$ cat src/sv/bsct_pkg.sv
// ----------------------------------------------------------------------------
// bsct_pkg
// Shared types and constants for the bright spot centroid tracker.
// ----------------------------------------------------------------------------
`default_nettype none

package bsct_pkg;

    localparam int COLS = 128;
    localparam int ROWS = 64;

    localparam int COL_W     = 7;
    localparam int ROW_W     = 6;
    localparam int PIX_W     = 8;
    localparam int CNT_W     = 13;
    localparam int SCOL_W    = 20;
    localparam int SROW_W    = 19;
    localparam int DIV_STEPS = COL_W;
    localparam int STEP_W    = 3;
    localparam int REM_W     = SCOL_W - DIV_STEPS;

    localparam int CFG_IDX_W = 2;
    localparam int CFG_DAT_W = 8;

    localparam logic [CFG_IDX_W-1:0] CFG_THRESHOLD    = 2'd0;
    localparam logic [CFG_IDX_W-1:0] CFG_ROWS_SCANNED = 2'd1;
    localparam logic [CFG_IDX_W-1:0] CFG_LOST_LIMIT   = 2'd2;

    localparam logic [7:0] THRESHOLD_RST    = 8'd14;
    localparam logic [6:0] ROWS_SCANNED_RST = 7'd29;
    localparam logic [7:0] LOST_LIMIT_RST   = 8'd5;

    typedef struct packed {
        logic [PIX_W-1:0] pixel;
        logic             frame_start;
    } in_item_t;

    typedef struct packed {
        logic [6:0]       center_x;
        logic [5:0]       center_y;
        logic             beacon_lost;
        logic             beacon_started;
        logic [CNT_W-1:0] hit_total;
    } out_item_t;

    typedef struct packed {
        logic pix_take;
        logic div_step;
        logic res_load;
    } ctrl_cmd_t;

    typedef struct packed {
        logic frame_end;
    } ctrl_status_t;

endpackage : bsct_pkg

`default_nettype wire

$ cat src/sv/bsct_datapath.sv
// ----------------------------------------------------------------------------
// bsct_datapath
// Pixel position counters, hit sums, two shared-step dividers and the
// tracking state with the result register.
// ----------------------------------------------------------------------------
`default_nettype none

module bsct_datapath (
    input  wire logic                             clk,
    input  wire logic                             rst_n,
    input  wire bsct_pkg::in_item_t               in_item,
    input  wire logic                             cfg_valid,
    input  wire logic [bsct_pkg::CFG_IDX_W-1:0]   cfg_index,
    input  wire logic [bsct_pkg::CFG_DAT_W-1:0]   cfg_data,
    input  wire bsct_pkg::ctrl_cmd_t              cmd,
    output bsct_pkg::ctrl_status_t                status,
    output bsct_pkg::out_item_t                   out_item
);
    import bsct_pkg::*;

    logic [7:0]        threshold_reg;
    logic [6:0]        rows_scanned_reg;
    logic [7:0]        lost_limit_reg;

    logic [ROW_W-1:0]  row_pos_reg;
    logic [COL_W-1:0]  col_pos_reg;
    logic [1:0]        prev_bright_reg;
    logic [SCOL_W-1:0] sum_col_reg;
    logic [SROW_W-1:0] sum_row_reg;
    logic [CNT_W-1:0]  hit_count_reg;
    logic [7:0]        miss_count_reg;
    logic [6:0]        held_x_reg;
    logic [5:0]        held_y_reg;
    logic              lost_reg;
    logic              started_reg;

    logic [REM_W-1:0]     rem_x_reg;
    logic [REM_W-1:0]     rem_y_reg;
    logic [DIV_STEPS-1:0] num_x_reg;
    logic [DIV_STEPS-1:0] num_y_reg;
    logic [DIV_STEPS-1:0] quo_x_reg;
    logic [DIV_STEPS-1:0] quo_y_reg;
    logic [CNT_W-1:0]     den_reg;

    out_item_t         out_reg;

    logic [ROW_W-1:0]  eff_row;
    logic [COL_W-1:0]  eff_col;
    logic [1:0]        eff_prev;
    logic [SCOL_W-1:0] eff_sum_col;
    logic [SROW_W-1:0] eff_sum_row;
    logic [CNT_W-1:0]  eff_count;
    logic              bright;
    logic              hit;
    logic [SCOL_W-1:0] sum_col_next;
    logic [SROW_W-1:0] sum_row_next;
    logic [CNT_W-1:0]  hit_count_next;
    logic [SCOL_W-1:0] sum_row_wide;

    logic [REM_W:0]    trial_x;
    logic [REM_W:0]    trial_y;
    logic [REM_W:0]    diff_x;
    logic [REM_W:0]    diff_y;
    logic              ge_x;
    logic              ge_y;

    logic [7:0]        miss_inc;
    logic              goes_lost;

    always_comb
    begin
        eff_row     = in_item.frame_start ? '0 : row_pos_reg;
        eff_col     = in_item.frame_start ? '0 : col_pos_reg;
        eff_prev    = in_item.frame_start ? '0 : prev_bright_reg;
        eff_sum_col = in_item.frame_start ? '0 : sum_col_reg;
        eff_sum_row = in_item.frame_start ? '0 : sum_row_reg;
        eff_count   = in_item.frame_start ? '0 : hit_count_reg;

        bright = in_item.pixel > threshold_reg;
        hit    = (eff_col >= COL_W'(2)) && ({1'b0, eff_row} < rows_scanned_reg)
                 && (eff_prev == 2'b11) && bright;

        sum_col_next   = eff_sum_col
                         + (hit ? SCOL_W'(eff_col - COL_W'(1)) : SCOL_W'(0));
        sum_row_next   = eff_sum_row + (hit ? SROW_W'(eff_row) : SROW_W'(0));
        hit_count_next = eff_count + (hit ? CNT_W'(1) : CNT_W'(0));
        sum_row_wide   = SCOL_W'(sum_row_next);

        status.frame_end = (eff_row == ROW_W'(ROWS - 1)) && (eff_col == COL_W'(COLS - 1));

        trial_x = {rem_x_reg, num_x_reg[DIV_STEPS-1]};
        trial_y = {rem_y_reg, num_y_reg[DIV_STEPS-1]};
        diff_x  = trial_x - {1'b0, den_reg};
        diff_y  = trial_y - {1'b0, den_reg};
        ge_x    = trial_x >= {1'b0, den_reg};
        ge_y    = trial_y >= {1'b0, den_reg};

        miss_inc  = (miss_count_reg < lost_limit_reg) ? miss_count_reg + 8'd1
                                                      : miss_count_reg;
        goes_lost = miss_inc >= lost_limit_reg;
    end

    always_ff @(posedge clk or negedge rst_n)
    begin
        if (!rst_n)
        begin
            threshold_reg    <= THRESHOLD_RST;
            rows_scanned_reg <= ROWS_SCANNED_RST;
            lost_limit_reg   <= LOST_LIMIT_RST;
            row_pos_reg      <= '0;
            col_pos_reg      <= '0;
            prev_bright_reg  <= '0;
            sum_col_reg      <= '0;
            sum_row_reg      <= '0;
            hit_count_reg    <= '0;
            miss_count_reg   <= '0;
            held_x_reg       <= '0;
            held_y_reg       <= '0;
            lost_reg         <= 1'b0;
            started_reg      <= 1'b0;
        end
        else
        begin
            if (cfg_valid)
            begin
                case (cfg_index)
                    CFG_THRESHOLD:    threshold_reg    <= cfg_data;
                    CFG_ROWS_SCANNED: rows_scanned_reg <= cfg_data[6:0];
                    CFG_LOST_LIMIT:   lost_limit_reg   <= cfg_data;
                    default:          ;
                endcase
            end

            if (cmd.pix_take)
            begin
                if (status.frame_end)
                begin
                    row_pos_reg     <= '0;
                    col_pos_reg     <= '0;
                    prev_bright_reg <= '0;
                    sum_col_reg     <= '0;
                    sum_row_reg     <= '0;
                    hit_count_reg   <= '0;
                end
                else
                begin
                    prev_bright_reg <= {eff_prev[0], bright};
                    sum_col_reg     <= sum_col_next;
                    sum_row_reg     <= sum_row_next;
                    hit_count_reg   <= hit_count_next;
                    if (eff_col == COL_W'(COLS - 1))
                    begin
                        col_pos_reg <= '0;
                        row_pos_reg <= eff_row + ROW_W'(1);
                    end
                    else
                    begin
                        col_pos_reg <= eff_col + COL_W'(1);
                        row_pos_reg <= eff_row;
                    end
                end
            end

            if (cmd.res_load)
            begin
                if (den_reg != '0)
                begin
                    held_x_reg     <= quo_x_reg[6:0];
                    held_y_reg     <= quo_y_reg[5:0];
                    started_reg    <= 1'b1;
                    miss_count_reg <= '0;
                    lost_reg       <= 1'b0;
                end
                else
                begin
                    miss_count_reg <= miss_inc;
                    if (goes_lost)
                    begin
                        lost_reg   <= 1'b1;
                        held_x_reg <= '0;
                        held_y_reg <= '0;
                    end
                end
            end
        end
    end

    always_ff @(posedge clk)
    begin
        if (cmd.pix_take && status.frame_end)
        begin
            rem_x_reg <= sum_col_next[SCOL_W-1:DIV_STEPS];
            rem_y_reg <= sum_row_wide[SCOL_W-1:DIV_STEPS];
            num_x_reg <= sum_col_next[DIV_STEPS-1:0];
            num_y_reg <= sum_row_wide[DIV_STEPS-1:0];
            den_reg   <= hit_count_next;
            quo_x_reg <= '0;
            quo_y_reg <= '0;
        end
        else if (cmd.div_step)
        begin
            rem_x_reg <= ge_x ? diff_x[REM_W-1:0] : trial_x[REM_W-1:0];
            rem_y_reg <= ge_y ? diff_y[REM_W-1:0] : trial_y[REM_W-1:0];
            num_x_reg <= {num_x_reg[DIV_STEPS-2:0], 1'b0};
            num_y_reg <= {num_y_reg[DIV_STEPS-2:0], 1'b0};
            quo_x_reg <= {quo_x_reg[DIV_STEPS-2:0], ge_x};
            quo_y_reg <= {quo_y_reg[DIV_STEPS-2:0], ge_y};
        end

        if (cmd.res_load)
        begin
            out_reg.hit_total <= den_reg;
            if (den_reg != '0)
            begin
                out_reg.center_x       <= quo_x_reg[6:0];
                out_reg.center_y       <= quo_y_reg[5:0];
                out_reg.beacon_lost    <= 1'b0;
                out_reg.beacon_started <= 1'b1;
            end
            else
            begin
                out_reg.center_x       <= goes_lost ? 7'd0 : held_x_reg;
                out_reg.center_y       <= goes_lost ? 6'd0 : held_y_reg;
                out_reg.beacon_lost    <= goes_lost | lost_reg;
                out_reg.beacon_started <= started_reg;
            end
        end
    end

    assign out_item = out_reg;

endmodule : bsct_datapath

`default_nettype wire

$ cat src/sv/bsct_controller.sv
// ----------------------------------------------------------------------------
// bsct_controller
// Sequences pixel intake, the division steps at frame end and the hand-off
// of each result item into the output register.
// ----------------------------------------------------------------------------
`default_nettype none

module bsct_controller (
    input  wire logic                   clk,
    input  wire logic                   rst_n,
    input  wire logic                   in_valid,
    output logic                        in_ready,
    output logic                        out_valid,
    input  wire logic                   out_ready,
    input  wire bsct_pkg::ctrl_status_t status,
    output bsct_pkg::ctrl_cmd_t         cmd
);
    import bsct_pkg::*;

    typedef enum logic [1:0] {
        ST_RUN,
        ST_DIV,
        ST_FIN
    } state_t;

    state_t            state_reg;
    state_t            state_next;
    logic [STEP_W-1:0] step_reg;
    logic [STEP_W-1:0] step_next;
    logic              out_valid_reg;
    logic              out_valid_next;
    logic              out_free;

    assign in_ready  = (state_reg == ST_RUN);
    assign out_valid = out_valid_reg;
    assign out_free  = !out_valid_reg || out_ready;

    always_comb
    begin
        state_next     = state_reg;
        step_next      = step_reg;
        out_valid_next = out_valid_reg && !out_ready;
        cmd.pix_take   = 1'b0;
        cmd.div_step   = 1'b0;
        cmd.res_load   = 1'b0;
        case (state_reg)
            ST_RUN:
            begin
                cmd.pix_take = in_valid;
                if (in_valid && status.frame_end)
                begin
                    state_next = ST_DIV;
                    step_next  = '0;
                end
            end
            ST_DIV:
            begin
                cmd.div_step = 1'b1;
                step_next    = step_reg + STEP_W'(1);
                if (step_reg == STEP_W'(DIV_STEPS - 1))
                begin
                    state_next = ST_FIN;
                end
            end
            ST_FIN:
            begin
                if (out_free)
                begin
                    cmd.res_load   = 1'b1;
                    out_valid_next = 1'b1;
                    state_next     = ST_RUN;
                end
            end
            default:
            begin
                state_next = ST_RUN;
            end
        endcase
    end

    always_ff @(posedge clk or negedge rst_n)
    begin
        if (!rst_n)
        begin
            state_reg     <= ST_RUN;
            step_reg      <= '0;
            out_valid_reg <= 1'b0;
        end
        else
        begin
            state_reg     <= state_next;
            step_reg      <= step_next;
            out_valid_reg <= out_valid_next;
        end
    end

    a_end_starts_div: assert property (@(posedge clk) disable iff (!rst_n)
        cmd.pix_take && status.frame_end |=> state_reg == ST_DIV)
        else $error("frame end did not start the division");

    a_load_sets_valid: assert property (@(posedge clk) disable iff (!rst_n)
        cmd.res_load |=> out_valid_reg)
        else $error("result load did not raise out_valid");

    a_valid_from_fin: assert property (@(posedge clk) disable iff (!rst_n)
        $rose(out_valid_reg) |-> $past(state_reg == ST_FIN))
        else $error("out_valid rose outside the finish state");

    a_no_load_over_full: assert property (@(posedge clk) disable iff (!rst_n)
        cmd.res_load |-> out_free)
        else $error("result load would overwrite a waiting item");

endmodule : bsct_controller

`default_nettype wire

$ cat src/sv/bright_spot_centroid_tracker.sv
// ----------------------------------------------------------------------------
// bright_spot_centroid_tracker
// Thresholded blob centroid over the upper rows of a raster-scanned frame.
//
//   Channel   Signals                          Direction
//   in        in_valid, in_ready, in_item      pixel items into the block
//   out       out_valid, out_ready, out_item   one result item per frame
//   cfg       cfg_valid, cfg_ready, cfg_index  register writes, always ready
//             cfg_data
//
// Pixels are taken whenever in_valid is high in the run state. After the last
// pixel of a frame, in_ready stays low while the bit-serial centroid dividers
// step and until the output register is loaded. An untaken result item stalls
// only the next frame end, not the pixels before it. Reset returns all but the
// divider and output registers to their defaults and needs no clearing pass.
// ----------------------------------------------------------------------------
`default_nettype none

module bright_spot_centroid_tracker (
    input  wire logic                           clk,
    input  wire logic                           rst_n,
    input  wire logic                           in_valid,
    output logic                                in_ready,
    input  wire bsct_pkg::in_item_t             in_item,
    output logic                                out_valid,
    input  wire logic                           out_ready,
    output bsct_pkg::out_item_t                 out_item,
    input  wire logic                           cfg_valid,
    output logic                                cfg_ready,
    input  wire logic [bsct_pkg::CFG_IDX_W-1:0] cfg_index,
    input  wire logic [bsct_pkg::CFG_DAT_W-1:0] cfg_data
);
    import bsct_pkg::*;

    ctrl_cmd_t    cmd;
    ctrl_status_t status;

    assign cfg_ready = 1'b1;

    bsct_controller u_ctrl (
        .clk       (clk),
        .rst_n     (rst_n),
        .in_valid  (in_valid),
        .in_ready  (in_ready),
        .out_valid (out_valid),
        .out_ready (out_ready),
        .status    (status),
        .cmd       (cmd)
    );

    bsct_datapath u_dp (
        .clk       (clk),
        .rst_n     (rst_n),
        .in_item   (in_item),
        .cfg_valid (cfg_valid),
        .cfg_index (cfg_index),
        .cfg_data  (cfg_data),
        .cmd       (cmd),
        .status    (status),
        .out_item  (out_item)
    );

endmodule : bright_spot_centroid_tracker

`default_nettype wire

$ cat config.mk
export PLATFORM = sky130hd
export DESIGN_NAME = bright_spot_centroid_tracker
export DESIGN_NICKNAME = d
export VERILOG_FILES = /design/src/sv/bsct_pkg.sv /design/src/sv/bsct_datapath.sv /design/src/sv/bsct_controller.sv /design/src/sv/bright_spot_centroid_tracker.sv
export SDC_FILE = /design/constraint.sdc
export NUM_CORES = 1
export LEC_CHECK = 0
export BUFFER_PORTS_ARGS = -buffer_cell sky130_fd_sc_hd__buf_2
export CORE_MARGIN = 5
export CORE_UTILIZATION = 65
export DETAILED_ROUTE_END_ITERATION = 7
export PLACE_DENSITY = 0.89
export SYNTH_ARGS = -nofsm -noshare
export SYNTH_HDL_FRONTEND = slang
export SYNTH_SLANG_ARGS = --single-unit
$ cat constraint.sdc
create_clock -name clk -period 7.6 [get_ports clk]
set_clock_uncertainty 0.1 [all_clocks]
set_input_delay 1.14 -clock clk [delete_from_list [all_inputs] [get_ports clk]]
set_output_delay 1.14 -clock clk [all_outputs]
set_load 0.03 [all_outputs]
[Yosys cells after proc, flatten, opt, wreduce, memory -nomap -nowiden]
Index checks and enable logic that the tools add are counted.
Operators by class
  add/subtract/negate cells: 10
  order comparisons: 7
  equal/unequal tests: 11
  muxes and demuxes: 48
  bitwise gates (word level): 1
  reductions and logical operators: 23
Operator list (number)
  $mux 13: 6
  $mux 7: 9
  $mux 20: 3
  $mux 19: 2
  $mux 6: 6
  $ge 14x13->1: 2
  $sub 13x13->13: 2
  $mux 12: 2
  $add 20x20->20: 1
  $add 19x19->19: 1
  $mux 8: 2
  $mux 15: 1
  $add 13x13->13: 1
  $reduce_bool 13->1: 1
  $reduce_and 2->1: 6
  $mux 2: 5
  $mux 1: 9
  $add 8x1->8 const B: 1
  $ge 8x8->1: 1
  $gt 8x8->1: 1
  $lt 8x8->1: 1
  $sub 7x1->8 const B: 1
  $add 7x1->7 const B: 1
  $eq 7x7->1 const B: 1
  19 further kinds: 34
Word-level totals
  register bits: 213
  input bits: 24
  output and inout port bits: 31
  word-level logic and storage cells: 130

[Longest topological paths before layout]
  depth in word-level cells: 8
  gate-level depth with buffers: 24
  gate-level depth less buffers: 20

[Cells and area by module]
From an unflattened synthesis, not the netlist that was laid out.
Second synthesis, totals
  cell total of the unflattened synthesis: 1322
  area total of the unflattened synthesis: 12734.7 um^2
Modules (own cells, without submodules)
  bsct_datapath: times used 1, cells each 1292, area each 12419.4 um^2, sequential area each 5521.5 um^2
  bsct_controller: times used 1, cells each 28, area each 304.0 um^2, sequential area each 150.1 um^2
  bright_spot_centroid_tracker: times used 1, cells each 2, area each 11.3 um^2, sequential area each 0.0 um^2

[Least setup slack after synthesis]
OpenSTA, ideal clock, no wires.
  kind: input -> register
  start point: input in_item[0] (netlist name)
  end point: register u_dp.rem_x_reg[12] (data pin)
  arrival: 5.531 ns
  path slack: 1.709 ns
  cell stages on the path: 21
  cell sequence: buf_2 -> clkbuf_1 -> clkbuf_1 -> nor2b_1 -> ha_1 -> nor2b_1 -> a221oi_1 -> o21ai_0 -> a21oi_1 -> nand2b_1 -> clkbuf_1 -> nor3_1 -> ha_1 -> a21o_1 -> a21oi_1 -> o32ai_1 -> a21oi_1 -> o221ai_1 -> a21oi_1 -> xnor2_1 -> a21oi_1
Between the ends
  cells in the longest elaborated chain, start to end: 8
  elaborated cells on any way between the ends: 18
RTL lines
  from (decl): RTL line bright_spot_centroid_tracker.sv:24  | input wire bsct_pkg::in_item_t in_item,
  $mux 7 / $mux 6 (equally long branches): RTL line bsct_datapath.sv:73, bsct_datapath.sv:72
  $ge 7x2->1 / $lt 6x7->1 (equally long branches): RTL line bsct_datapath.sv:80  | hit = (eff_col >= COL_W'(2)) && ({1'b0, eff_row} < rows_scanned_reg)
  $logic_and 1x1->1: RTL line bsct_datapath.sv:80
  $logic_and 1x1->1 (2 in a row): RTL line bsct_datapath.sv:81  | && (eff_prev == 2'b11) && bright;
  $mux 20: RTL line bsct_datapath.sv:84  | + (hit ? SCOL_W'(eff_col - COL_W'(1)) : SCOL_W'(0));
  $add 20x20->20: RTL line bsct_datapath.sv:84
  $mux 13 *: RTL line bsct_datapath.sv:190  | if (cmd.pix_take && status.frame_end)
  to (signal assigned): RTL line bsct_datapath.sv:192  | rem_x_reg <= sum_col_next[SCOL_W-1:DIV_STEPS];
  to (signal assigned): RTL line bsct_datapath.sv:202  | rem_x_reg <= ge_x ? diff_x[REM_W-1:0] : trial_x[REM_W-1:0];
  to (decl): RTL line bsct_datapath.sv:37  | logic [REM_W-1:0] rem_x_reg;
Mark *: on every way between the ends. The rest lies on a longest branch, timed or not.
A chain may end at the register's enable or synchronous reset.

[Worst setup path in the final report]
  start point: input in_item[0] (netlist name)
  end point: register u_dp.rem_y_reg[3] (data pin)
Between the ends
  cells in the longest elaborated chain, start to end: 8
  elaborated cells on any way between the ends: 17
RTL lines
  $mux 7 / $mux 6 (equally long branches): RTL line bsct_datapath.sv:73, bsct_datapath.sv:72
  $ge 7x2->1 / $lt 6x7->1 (equally long branches): RTL line bsct_datapath.sv:80
  $logic_and 1x1->1: RTL line bsct_datapath.sv:80
  $logic_and 1x1->1 (2 in a row): RTL line bsct_datapath.sv:81
  $mux 6: RTL line bsct_datapath.sv:85  | sum_row_next = eff_sum_row + (hit ? SROW_W'(eff_row) : SROW_W'(0));
  $add 19x19->19: RTL line bsct_datapath.sv:85
  $mux 12 *: RTL line bsct_datapath.sv:190
  to (signal assigned): RTL line bsct_datapath.sv:193  | rem_y_reg <= sum_row_wide[SCOL_W-1:DIV_STEPS];
  to (signal assigned): RTL line bsct_datapath.sv:203  | rem_y_reg <= ge_y ? diff_y[REM_W-1:0] : trial_y[REM_W-1:0];
  to (decl): RTL line bsct_datapath.sv:38  | logic [REM_W-1:0] rem_y_reg;
Marks and branches as above.

==> summary.json <==
{
  "detail_route.drc_violations": {"value": 0},
  "unrepaired_setup_endpoints_after_global_routing": {"value": "no"},
  "drt_pass1_iterations": {"value": 6},
  "crit_arrival": {"value": 5.60, "unit": "ns"},
  "async_flop_share": {"value": 55.87, "unit": "%"},
  "finalCritPeriodShare": {"value": 71.74, "unit": "%"},
  "die_w": {"value": 149.7, "unit": "um"},
  "power.leakage": {"value": 6.151, "unit": "nW"},
  "worstSkewPairLatency": {"value": 0.52, "unit": "ns"},
  "crit_path_max_fanout": {"value": 34},
  "routed-via-count": {"value": 10290},
  "netlist_top_cells_area": {"value": "sky130_fd_sc_hd__dfrtp_1 (22%), sky130_fd_sc_hd__edfxtp_1 (19%), sky130_fd_sc_hd__ha_1 (8.5%)"},
  "fin_cells": {"value": 1644},
  "num_io_pins": {"value": 55},
  "route.final.wire_length": {"value": 29770, "unit": "um"},
  "routed_via_density": {"value": 6.262},
  "cts_hold_repair.buffers": {"value": 0},
  "place.detailed.instances": {"value": 1602},
  "actual_slew_at_the_worst_max_slew_pin": {"value": 1.166, "unit": "ns"},
  "postSynthCellCount": {"value": 1330},
  "yosysMostFrequentCell": {"value": "sky130_fd_sc_hd__nand2_1"},
  "sequential_area_share_after_synthesis": {"value": 44.68, "unit": "%"},
  "die_span_in_y": {"value": 149.7, "unit": "um"},
  "run_status": {"value": "complete, no violations"},
  "initial_core_utilization": {"value": 65.65, "unit": "%"},
  "final_antenna_net_count": {"value": 0},
  "timing.max_cap.violations": {"value": 0},
  "hp-class": {"value": "reg -> reg"},
  "placement_rows": {"value": 51},
  "timing.critical_path.from_type": {"value": "input pin"},
  "htree_levels": {"value": 1},
  "relative_max_transition_margin": {"value": 22.26, "unit": "%"},
  "timing.setup.critical_path_class": {"value": "in -> reg"},
  "multi_input_area": {"value": 6519, "unit": "um^2"},
  "numCtsBuffers": {"value": 23},
  "ys.warnings.count": {"value": 0},
  "final_core_utilization": {"value": 71.73, "unit": "%"},
  "cts_root_buf": {"value": "sky130_fd_sc_hd__clkbuf_16"},
  "antenna_found_initial": {"value": 0},
  "timing.final.crit_period": {"value": 5.452, "unit": "ns"},
  "final_max_slew_viol_count": {"value": 0},
  "postCtsResizedCells": {"value": 0},
  "floorplan.core_area": {"value": 19330, "unit": "um^2"},
  "yosys-top-cells-count": {"value": "sky130_fd_sc_hd__nand2_1 (181), sky130_fd_sc_hd__o21ai_0 (120), sky130_fd_sc_hd__dfrtp_1 (110)"},
  "path_clk_slew": {"value": 0.06, "unit": "ns"},
  "yosysUniqueCellTypes": {"value": 74},
  "tritoncts_clock_tree": {"value": "done"},
  "vdd_ir_drop_max": {"value": 162.6, "unit": "uV"},
  "cts_post_setup_buffers_inserted": {"value": 0},
  "synth_largest_area_cell": {"value": "sky130_fd_sc_hd__dfrtp_1"},
  "synth_flop_cell": {"value": "sky130_fd_sc_hd__dfrtp_1"},
  "wirelength_per_cell": {"value": 18.11, "unit": "um"},
  "power_per_cell_area": {"value": 180.0, "unit": "nW/um^2"},
  "gpl.final_weighted_congestion": {"value": 0.8803},
  "design.final.nets": {"value": 1476},
  "area_delta_synth_final": {"value": 9.266, "unit": "%"},
  "syn-mean-instance-area": {"value": 9.544, "unit": "um^2"},
  "netlist_area": {"value": 12690, "unit": "um^2"},
  "synthDominantCellAreaShare": {"value": 21.69, "unit": "%"},
  "synth.net_count": {"value": 1444},
  "setup-tns-final": {"value": 0, "unit": "ns"},
  "design.die.area": {"value": 22420, "unit": "um^2"},
  "dp.final_hpwl": {"value": 19980, "unit": "um"},
  "placed_instance_area": {"value": 13140, "unit": "um^2"},
  "clock.fmax": {"value": 0.1834, "unit": "GHz"},
  "global_route.overflow_total": {"value": 0},
  "layout.cell_area.non_filler": {"value": 13870, "unit": "um^2"},
  "drt-initial-drc-count": {"value": 998},
  "filler_cell_count": {"value": 1325},
  "largest_register_ffs": {"value": 28},
  "ys_ff_latch": {"value": 213},
  "n_diodes": {"value": 0},
  "port-buffer-count": {"value": 53},
  "grt_start_max_net_pins": {"value": 84},
  "number_of_global_route_vias_before_repair": {"value": 10080},
  "synth-edff-count": {"value": 80},
  "clock_path_buffers": {"value": 3},
  "wire_length_of_the_first_global_routing_pass": {"value": 49090, "unit": "um"},
  "clock_sink_count": {"value": 213},
  "global_route.usage.total": {"value": 26.89, "unit": "%"},
  "hold_viol": {"value": 0},
  "drive_gt1_share": {"value": 10.80, "unit": "%"},
  "finalSetupViolations": {"value": 0},
  "timing.critical_path.required": {"value": 7.75, "unit": "ns"},
  "holdWs": {"value": 0.3712, "unit": "ns"},
  "setup.worst_path.end_class": {"value": "flop"},
  "seqCellArea": {"value": 5672, "unit": "um^2"}
}
[logic make-up after synthesis]
group                    count (synthesis)  share of synthesized area, %
XOR/XNOR                                67                         4.623
AND/OR/NAND/NOR                        443                         16.90
flip-flops                             213                         44.68
multiplexers                            39                         3.263
other                                    1                       0.02954
adder cells (fa/ha/maj)                 90                         9.108
buffers and inverters                  127                         4.041
AO/OA/AOI/OAI                          350                         17.36
[stage by stage]
step                setup WS, ns  power, mW
floorplan                  1.709      1.377
global placement           1.856      1.426
detailed placement         1.761      1.436
CTS                        2.232      2.505
global route               1.745      2.586
finish                     2.148      2.496
[metal layers]
layer | GRT usage, % | part of all wire [%]
met1 | 35.62 | 41
met2 | 44.66 | 48
met3 | 4.361 | 7.5
met4 | 10.57 | 3.9
met5 | 0 | 0
[placed cells by master, fill, tap and decap left out, drive strengths merged, types with 40 or more instances in the layout]
cell type | netlist | final
o21ai | 125 | 125
nor2b | 46 | 46
inv | 68 | 69
a21oi | 79 | 79
nand2 | 181 | 181
nor2 | 69 | 69
xnor2 | 40 | 40
ha | 86 | 86
dfrtp | 110 | 110
buf | 21 | 66
edfxtp | 80 | 80
[final timing paths]
kind	startpoint	endpoint	slack, ns	depth (start not counted)
worst max-delay path	in_item[0]	u_dp.rem_y_reg[3]$_DFFE_PP_	2.15	21
worst min-delay path	u_dp.sum_row_reg[4]$_DFFE_PN0P_	u_dp.sum_row_reg[4]$_DFFE_PN0P_	0.37	2
worst max register to register	u_dp.row_pos_reg[4]$_DFFE_PN0P_	u_dp.rem_y_reg[3]$_DFFE_PP_	2.86	20
worst min register to register	u_dp.sum_row_reg[4]$_DFFE_PN0P_	u_dp.sum_row_reg[4]$_DFFE_PN0P_	0.37	2
max in group asynchronous	rst_n	u_dp.col_pos_reg[2]$_DFFE_PN0P_	5.48	2
min in group asynchronous	rst_n	u_dp.held_x_reg[6]$_DFFE_PN0P_	0.58	1
[final cells by class]
class                           instances  share of cell area (%)
Sequential cell                       213                   40.89
Clock inverter                         12                  0.6856
Multi-Input combinational cell        990                   47.00
Inverter                               68                   1.840
Timing Repair Buffer                   66                   2.634
Clock buffer                           30                   4.556
Tap cell                              265                   2.391
[critical path, stage by stage]
cell and delay, ns:
sky130_fd_sc_hd__buf_2 0.53, sky130_fd_sc_hd__nor2b_1 0.21, sky130_fd_sc_hd__ha_1 0.33, sky130_fd_sc_hd__a21o_1 0.16
sky130_fd_sc_hd__a221oi_1 0.23, sky130_fd_sc_hd__o21ai_0 0.12, sky130_fd_sc_hd__a21oi_1 0.16, sky130_fd_sc_hd__nand2b_1 0.20
sky130_fd_sc_hd__inv_1 0.22, sky130_fd_sc_hd__and2_1 0.16, sky130_fd_sc_hd__ha_1 0.16, sky130_fd_sc_hd__inv_1 0.05
sky130_fd_sc_hd__fa_1 0.41, sky130_fd_sc_hd__nor2b_1 0.14, sky130_fd_sc_hd__o21a_1 0.16, sky130_fd_sc_hd__o21ai_0 0.19
sky130_fd_sc_hd__a21bo_2 0.29, sky130_fd_sc_hd__and2_0 0.24, sky130_fd_sc_hd__nor2b_1 0.25, sky130_fd_sc_hd__xnor2_1 0.15
sky130_fd_sc_hd__o211ai_1 0.09
[report_power, final]
| group | total [mW] | internal [mW] | switching, mW | leakage, nW |
|---|---|---|---|---|
| clock | 1.08 | 0.621 | 0.458 | 0.345 |
| sequential | 1.24 | 1.22 | 0.0180 | 2.34 |
| combinational | 0.180 | 0.0674 | 0.112 | 3.47 |
| total | 2.50 | 1.91 | 0.588 | 6.15 |
(Power assumes the default switching activity.)
